## src/rtl/core/circular_fifo_queue_defines.svh

```systemverilog
// assertion macros shared by the fifo rtl
// no dependencies
`ifndef CIRCULAR_FIFO_QUEUE_DEFINES_SVH
`define CIRCULAR_FIFO_QUEUE_DEFINES_SVH

// same-cycle implication, disabled while reset is low
`define CFQ_ASSERT_NOW(label, clk, rst_n, ante, cons, msg) \
    label: assert property (@(posedge clk) disable iff (!(rst_n)) (ante) |-> (cons)) \
        else $error(msg);

// next-cycle implication, disabled while reset is low
`define CFQ_ASSERT_NEXT(label, clk, rst_n, ante, cons, msg) \
    label: assert property (@(posedge clk) disable iff (!(rst_n)) (ante) |=> (cons)) \
        else $error(msg);

`endif

```

## src/rtl/core/cfq_pkg.sv

```systemverilog
// types and codes for the circular fifo queue
// no dependencies
package cfq_pkg;

    localparam logic       REQ_ENQ  = 1'b0;
    localparam logic       REQ_DEQ  = 1'b1;

    localparam logic [1:0] ST_DONE  = 2'd0;
    localparam logic [1:0] ST_FULL  = 2'd1;
    localparam logic [1:0] ST_EMPTY = 2'd2;

    typedef struct packed {
        logic               req_type;
        logic signed [31:0] item_value;
    } t_in_item;

    typedef struct packed {
        logic [1:0]         status;
        logic signed [31:0] popped_value;
        logic [3:0]         occupancy;
        logic signed [31:0] front_value;
        logic signed [31:0] back_value;
        logic               is_empty;
    } t_out_item;

    typedef struct packed {
        logic               push;
        logic               pop;
        logic signed [31:0] value;
    } t_cell_cmd;

endpackage

```

## src/rtl/core/cfq_cell.sv

```systemverilog
// one storage cell of the queue chain
// depends on cfq_pkg
module cfq_cell (
    input  logic                i_clk,
    input  logic                i_rst_n,
    input  cfq_pkg::t_cell_cmd  i_cmd,
    input  logic                i_prev_valid,
    input  logic                i_nb_valid,
    input  logic signed [31:0]  i_nb_data,
    output logic                o_valid,
    output logic signed [31:0]  o_data
);
    import cfq_pkg::*;

    logic               r_valid;
    logic signed [31:0] r_data;
    logic               n_valid;
    logic signed [31:0] n_data;

    always_comb begin
        priority if (i_cmd.pop) begin
            n_valid = i_nb_valid;
            n_data  = i_nb_data;
        end else if (i_cmd.push && !r_valid && i_prev_valid) begin
            n_valid = 1'b1;
            n_data  = i_cmd.value;
        end else begin
            n_valid = r_valid;
            n_data  = r_data;
        end
    end

    always_ff @(posedge i_clk) begin
        if (!i_rst_n) begin
            r_valid <= 1'b0;
        end else begin
            r_valid <= n_valid;
        end
        r_data <= n_data;
    end

    assign o_valid = r_valid;
    assign o_data  = r_data;

endmodule

```

## src/rtl/core/circular_fifo_queue.sv

```systemverilog
// a result is registered and appears in the cycle after its request is accepted
// throughput: one request per cycle while the result side takes items
// storage is a chain of cells shifting towards the head on each dequeue
// reset clears the cell valid bits, the count and the output valid flag
// depends on cfq_pkg, cfq_cell and circular_fifo_queue_defines.svh
`include "circular_fifo_queue_defines.svh"

module circular_fifo_queue #(
    parameter int DEPTH = 8
) (
    input  logic               i_clk,
    input  logic               i_rst_n,
    input  logic               i_in_valid,
    output logic               o_in_ready,
    input  cfq_pkg::t_in_item  i_in_item,
    output logic               o_out_valid,
    input  logic               i_out_ready,
    output cfq_pkg::t_out_item o_out_item
);
    import cfq_pkg::*;

    localparam int CW = $clog2(DEPTH + 1);

    logic [DEPTH-1:0]   w_valid;
    logic signed [31:0] w_data [DEPTH];
    t_cell_cmd          w_cmd;

    logic               r_out_valid;
    t_out_item          r_out_item;
    t_out_item          n_out_item;
    logic [CW-1:0]      r_count;
    logic [CW-1:0]      n_count;
    logic signed [31:0] r_back;
    logic signed [31:0] n_back;
    logic signed [31:0] w_front;

    logic w_accept;
    logic w_full;
    logic w_empty;
    logic w_enq;
    logic w_deq;

    assign o_in_ready = !r_out_valid || i_out_ready;
    assign w_accept   = i_in_valid && o_in_ready;
    assign w_full     = w_valid[DEPTH-1];
    assign w_empty    = !w_valid[0];
    assign w_enq      = w_accept && (i_in_item.req_type == REQ_ENQ) && !w_full;
    assign w_deq      = w_accept && (i_in_item.req_type == REQ_DEQ) && !w_empty;

    assign w_cmd.push  = w_enq;
    assign w_cmd.pop   = w_deq;
    assign w_cmd.value = i_in_item.item_value;

    for (genvar g = 0; g < DEPTH; g++) begin : g_cell
        logic               w_prev_valid;
        logic               w_nb_valid;
        logic signed [31:0] w_nb_data;

        if (g == 0) begin : g_head
            assign w_prev_valid = 1'b1;
        end else begin : g_body
            assign w_prev_valid = w_valid[g-1];
        end

        if (g == DEPTH - 1) begin : g_tail
            assign w_nb_valid = 1'b0;
            assign w_nb_data  = '0;
        end else begin : g_link
            assign w_nb_valid = w_valid[g+1];
            assign w_nb_data  = w_data[g+1];
        end

        cfq_cell u_cell (
            .i_clk        (i_clk),
            .i_rst_n      (i_rst_n),
            .i_cmd        (w_cmd),
            .i_prev_valid (w_prev_valid),
            .i_nb_valid   (w_nb_valid),
            .i_nb_data    (w_nb_data),
            .o_valid      (w_valid[g]),
            .o_data       (w_data[g])
        );
    end

    always_comb begin
        priority if (w_enq) begin
            n_count = r_count + CW'(1);
            n_back  = i_in_item.item_value;
        end else if (w_deq) begin
            n_count = r_count - CW'(1);
            n_back  = r_back;
        end else begin
            n_count = r_count;
            n_back  = r_back;
        end

        priority if (w_deq) begin
            w_front = w_valid[1] ? w_data[1] : 32'sd0;
        end else if (w_valid[0]) begin
            w_front = w_data[0];
        end else if (w_enq) begin
            w_front = i_in_item.item_value;
        end else begin
            w_front = '0;
        end

        n_out_item.status       = ST_DONE;
        if (i_in_item.req_type == REQ_ENQ && w_full) begin
            n_out_item.status   = ST_FULL;
        end else if (i_in_item.req_type == REQ_DEQ && w_empty) begin
            n_out_item.status   = ST_EMPTY;
        end
        n_out_item.popped_value = w_deq ? w_data[0] : 32'sd0;
        n_out_item.occupancy    = 4'(n_count);
        n_out_item.is_empty     = (n_count == '0);
        n_out_item.front_value  = (n_count == '0) ? 32'sd0 : w_front;
        n_out_item.back_value   = (n_count == '0) ? 32'sd0 : n_back;
    end

    always_ff @(posedge i_clk) begin
        if (!i_rst_n) begin
            r_out_valid <= 1'b0;
            r_count     <= '0;
        end else begin
            if (w_accept) begin
                r_out_valid <= 1'b1;
            end else if (i_out_ready) begin
                r_out_valid <= 1'b0;
            end
            r_count <= n_count;
        end
        r_back <= n_back;
        if (w_accept) begin
            r_out_item <= n_out_item;
        end
    end

    assign o_out_valid = r_out_valid;
    assign o_out_item  = r_out_item;

    `CFQ_ASSERT_NOW(a_count_matches_cells, i_clk, i_rst_n, 1'b1,
        $countones(w_valid) == 32'(r_count), "count differs from valid cells")
    `CFQ_ASSERT_NOW(a_cells_contiguous, i_clk, i_rst_n, w_valid[DEPTH-1],
        &w_valid, "valid cells not packed at the head")
    `CFQ_ASSERT_NEXT(a_full_rejects, i_clk, i_rst_n,
        w_accept && i_in_item.req_type == REQ_ENQ && w_full,
        o_out_item.status == ST_FULL && w_valid[DEPTH-1], "enqueue to full queue not rejected")
    `CFQ_ASSERT_NOW(a_empty_fields, i_clk, i_rst_n, o_out_valid && o_out_item.is_empty,
        o_out_item.front_value == 32'sd0 && o_out_item.back_value == 32'sd0,
        "empty result carries values")

endmodule

```

## config.mk

```make
export PLATFORM = sky130hd
export DESIGN_NAME = circular_fifo_queue
export DESIGN_NICKNAME = d
export VERILOG_FILES = /design/src/rtl/core/cfq_pkg.sv /design/src/rtl/core/cfq_cell.sv /design/src/rtl/core/circular_fifo_queue.sv
export VERILOG_INCLUDE_DIRS = /design/src /design/src/rtl/core
export SDC_FILE = /design/constraint.sdc
export NUM_CORES = 1
export LEC_CHECK = 0
export BUFFER_PORTS_ARGS = -buffer_cell sky130_fd_sc_hd__buf_4
export CAP_MARGIN = 20
export CORE_MARGIN = 2
export CORE_UTILIZATION = 45
export CTS_CLUSTER_DIAMETER = 200
export DETAILED_ROUTE_END_ITERATION = 8
export GPL_TIMING_DRIVEN = 0
export PLACE_DENSITY = 0.67
export SLEW_MARGIN = 15
export SYNTH_ARGS = -nofsm -noshare
export SYNTH_HDL_FRONTEND = slang
export SYNTH_HIERARCHICAL = 1
export SYNTH_SLANG_ARGS = --single-unit
```

## constraint.sdc

```tcl
create_clock -name i_clk -period 4.2 [get_ports i_clk]
set_clock_uncertainty 0.1 [all_clocks]
set_input_delay 0 -clock i_clk [delete_from_list [all_inputs] [get_ports i_clk]]
set_output_delay 0 -clock i_clk [all_outputs]
set_load 0.01 [all_outputs]
```

==> results.rst <==
.. list-table::
   :header-rows: 1

   * - Metric
     - Value
   * - Share of total power in sequential cells
     - 50.9%
   * - Vias per inst
     - 5.020
   * - Critical path origin
     - o_out_valid$_SDFFE_PN0P_
   * - Floorplan core area
     - 40,830 um^2
   * - Largest cells by area after synthesis
     - sky130_fd_sc_hd__edfxtp_1, sky130_fd_sc_hd__mux2_4, sky130_fd_sc_hd__dfxtp_1
   * - Slew at the pin closest to its max-slew limit
     - 0.9570 ns
   * - Number of global-route vias before repair
     - 10,190
   * - Yosys top cell by area
     - sky130_fd_sc_hd__edfxtp_1
   * - Pin count of the biggest net entering global routing
     - 109
   * - Synthesized instance count
     - 1,160
   * - Static leakage
     - 8.505 nW
   * - Maximum count of clock buffers along a single path
     - 3
   * - Switch share
     - 21.86%
   * - Clock Sink Count
     - 404
   * - ANT cells
     - 0
   * - RSZ-0062 raised after global routing
     - false
   * - Required time at the endpoint of the critical path
     - 4.32 ns
   * - CP endpoint kind
     - register
   * - Start point of the worst hold path
     - i_out_ready
   * - Peak ir drop on the vdd network
     - 0.3013 mV
   * - Setup slack at placement
     - 0.6525 ns
   * - Max Fanout on Critical Path
     - 108
   * - Total of warnings raised by yosys
     - 6
   * - Proportion of register bits with asynchronous set or reset after synthesis
     - 0%
   * - Worst slack on hold paths
     - 0.1034 ns
   * - Setup violation total in the final timing report
     - 0
   * - Synthesized area
     - 18,590 um^2
   * - Final hold violations
     - 0
   * - Switching power total
     - 0.002007 W
   * - Wire length of the first global-routing pass
     - 56,210 um
   * - Clock edge transition at the registers on the reported setup and hold paths
     - 0.06 ns
   * - Die Outline Area
     - 42,940 um^2
   * - Synthesized flop and latch total
     - 404
   * - Number of gates resized after CTS
     - 0
   * - Power density cells
     - 410.3 nW/um^2
   * - Placement Rows
     - 74
   * - Worst slew margin
     - 36.20%
   * - Antenna violations before repair
     - 0
   * - Number of DRC markers in iteration 0
     - 534
   * - Layout cell share with drive strength beyond 1
     - 40.80%
   * - Initial standard-cell utilization of the core
     - 45.52%
   * - Combinational group share of total power
     - 10.9%
   * - Residual DRC
     - 0
   * - Via count of the routed design
     - 9,929
   * - Sort of element at the start of the critical path
     - register
   * - Cts bufs inserted
     - 40
   * - Max-capacitance violation count
     - 0
   * - Clock share of power
     - 38.2%
   * - Critical path arrival
     - 3.66 ns
   * - Vertical die dimension
     - 207.2 um
   * - Worst min-delay path class
     - in -> reg
   * - Timing-limited maximum frequency
     - 282.7 MHz
   * - Clock tree from TritonCTS
     - yes
   * - Worst skew pair latency
     - 0.54 ns
   * - Internal power
     - 0.007172 W
   * - Ports
     - 142
   * - TritonRoute pass-1 iters
     - 5
   * - Kind of critical path
     - reg -> reg
   * - Tmin final
     - 3.537 ns
   * - Root Buffer Master
     - sky130_fd_sc_hd__clkbuf_16
   * - Final worst path period share
     - 84.22%
   * - Tot Pwr
     - 0.009179 W
   * - Routability-driven placement congestion ratio
     - 0.8580
   * - Synth Flop Type
     - sky130_fd_sc_hd__edfxtp_1
   * - Post-synth cell types
     - 45
   * - Post-synthesis average cell area
     - 16.02 um^2
   * - Die width
     - 207.2 um
   * - GR Util All Layers
     - 16.46%
   * - Result of the run
     - finished clean
   * - CTS H-Tree Depth
     - 2
   * - Overflow left after global routing
     - 0
   * - Post-DR wirelength/cell
     - 17.97 um
   * - Number of synthesized flops with an enable pin
     - 359
   * - Total detailed-routing wirelength
     - 35,540 um
   * - Post-route worst setup slack
     - 0.6627 ns
   * - Max Slew Vio Count
     - 0
   * - Area delta synth->final
     - 20.37%
   * - Antenna viol nets, final
     - 0
   * - Launch instance of the worst register-to-register path
     - o_out_valid$_SDFFE_PN0P_
   * - Detailed placement HPWL
     - 26,750 um
   * - Final std cells w/o fill
     - 1,978
   * - Nets
     - 1,455
   * - Share of the synthesized area in the top cell type
     - 58.00%
   * - Sequential fraction of the synthesis area
     - 62.85%
   * - Quantity of I/O buffers inserted on ports
     - 139
   * - Number of cells in the design after placement
     - 1,871
==> power by group through the flow <==
stage | Combinational (W) | Sequential (W) | Clock [W]
6_report | 0.000998 | 0.00467 | 0.00351
5_1_grt | 0.00108 | 0.00469 | 0.00374
4_1_cts | 0.00101 | 0.00467 | 0.00360
3_5_place_dp | 0.000973 | 0.00476 | 0
3_3_place_gp | 0.000927 | 0.00475 | 0
2_1_floorplan | 0.000583 | 0.00478 | 0
==> stage by stage <==
step                      setup TNS [ns]  utilization [%]  area, um^2
after floorplan                        0                -       18710
after global placement           -146.33            50.00       20410
after detailed placement               0            50.76       20720
after CTS                              0            54.79       22370
after global routing                   0            54.79       22370
final                                  0            54.79       22370
==> synthesized netlist by cell type (3+ instances only) <==
cell type / number
sky130_fd_sc_hd__buf_1: 3
sky130_fd_sc_hd__mux2_4: 216
sky130_fd_sc_hd__buf_12: 8
sky130_fd_sc_hd__xnor2_1: 3
sky130_fd_sc_hd__and3_1: 33
sky130_fd_sc_hd__a21oi_2: 20
sky130_fd_sc_hd__clkbuf_1: 21
sky130_fd_sc_hd__a22oi_2: 19
sky130_fd_sc_hd__nor2_1: 4
sky130_fd_sc_hd__o21ai_0: 32
sky130_fd_sc_hd__edfxtp_1: 359
sky130_fd_sc_hd__buf_2: 13
sky130_fd_sc_hd__a221oi_2: 8
sky130_fd_sc_hd__inv_1: 22
sky130_fd_sc_hd__mux2_2: 40
sky130_fd_sc_hd__buf_6: 30
sky130_fd_sc_hd__dfxtp_1: 45
sky130_fd_sc_hd__a21oi_1: 46
sky130_fd_sc_hd__buf_4: 8
sky130_fd_sc_hd__nor2_2: 8
sky130_fd_sc_hd__nand2_1: 107
sky130_fd_sc_hd__o21bai_1: 8
sky130_fd_sc_hd__a22oi_1: 14
sky130_fd_sc_hd__nand4_1: 32
sky130_fd_sc_hd__and2_1: 37
==> registers in the layout, summed over array words and instances, names as in the netlist <==
signal                 cells
g_cell.u_cell/o_valid      8
o_out_item               103
r_back                    32
r_count                    4
o_out_valid                1
g_cell.u_cell/o_data     256
==> worst paths after layout <==
path | to | slack, ns | depth (start not counted)
min | r_back[2]$_DFF_P_ | 0.10 | 5
max | g_cell[7].u_cell/o_data[13]$_DFFE_PP_ | 0.66 | 11
max reg2reg | g_cell[7].u_cell/o_data[13]$_DFFE_PP_ | 0.66 | 11
min reg2reg | r_back[20]$_DFF_P_ | 0.35 | 2
==> metal layers <==
layer  wire length [um]  up-vias  track usage, %  part of all wire (%)
li1                   -     4860               -                     -
met1              15730     4768           21.43                    44
met2              17310      231           27.87                    49
met3               1361       70           2.511                   3.8
met4               1139        0           6.182                   3.2
met5                  0        -               0                     0
==> final cells by class <==
cell class | instances | area (um^2)
Tap cell | 532 | 665.6
Timing Repair Buffer | 182 | 1614
Multi-Input combinational cell | 680 | 6306
Clock inverter | 23 | 210.2
Buffer | 84 | 718.2
Fill cell | 3239 | 18460
Inverter | 24 | 90.09
Clock buffer | 49 | 1086
Sequential cell | 404 | 11680
==> layout by cell type, fill, tap and decap left out, types with 13 or more instances in the layout <==
cell,instances
sky130_fd_sc_hd__buf_2,13
sky130_fd_sc_hd__a22oi_1,14
sky130_fd_sc_hd__nand2_1,107
sky130_fd_sc_hd__clkbuf_16,41
sky130_fd_sc_hd__mux2_2,40
sky130_fd_sc_hd__nand4_1,32
sky130_fd_sc_hd__a21oi_1,46
sky130_fd_sc_hd__buf_4,147
sky130_fd_sc_hd__inv_1,22
sky130_fd_sc_hd__and3_1,33
sky130_fd_sc_hd__o21ai_0,32
sky130_fd_sc_hd__dlygate4sd3_1,35
sky130_fd_sc_hd__and2_1,37
sky130_fd_sc_hd__edfxtp_1,359
sky130_fd_sc_hd__clkbuf_1,26
sky130_fd_sc_hd__a21oi_2,20
sky130_fd_sc_hd__a22oi_2,19
sky130_fd_sc_hd__conb_1,34
sky130_fd_sc_hd__buf_6,30
sky130_fd_sc_hd__dfxtp_1,45
sky130_fd_sc_hd__mux2_4,216
==> kinds of logic (layout without fill, tap and decap cells) <==
family | count (synthesis) | in the layout | share of synthesized area (%)
flip-flops | 404 | 404 | 62.85
XOR/XNOR | 5 | 5 | 0.2761
AO/OA/AOI/OAI | 154 | 154 | 6.207
multiplexers | 256 | 256 | 19.87
adder cells (fa/ha/maj) | 2 | 2 | 0.1346
buffers and inverters | 108 | 362 | 4.349
AND/OR/NAND/NOR | 229 | 229 | 6.268
other | 2 | 34 | 0.04041
==> repair_timing <==
| item | CTS | global route |
|---|---|---|
| buffers inserted | 0 | 0 |
| hold buffers | 35 | 0 |
| endpoints found under the hold margin | 338 | 0 |
| endpoints found under the setup margin | 0 | 0 |
==> worst max-delay path: stages, from the launching register on <==
cell and delay [ns]:
sky130_fd_sc_hd__dfxtp_1 0.32, sky130_fd_sc_hd__nand2b_1 0.09, sky130_fd_sc_hd__and2_1 0.14, sky130_fd_sc_hd__buf_6 0.71, sky130_fd_sc_hd__nand3_2 0.31, sky130_fd_sc_hd__inv_2 0.14, sky130_fd_sc_hd__buf_6 0.15, sky130_fd_sc_hd__buf_2 0.40
sky130_fd_sc_hd__buf_6 0.23, sky130_fd_sc_hd__buf_12 0.15, sky130_fd_sc_hd__o21bai_4 0.20, sky130_fd_sc_hd__buf_16 0.22
Power figures use the tool's default switching activity.
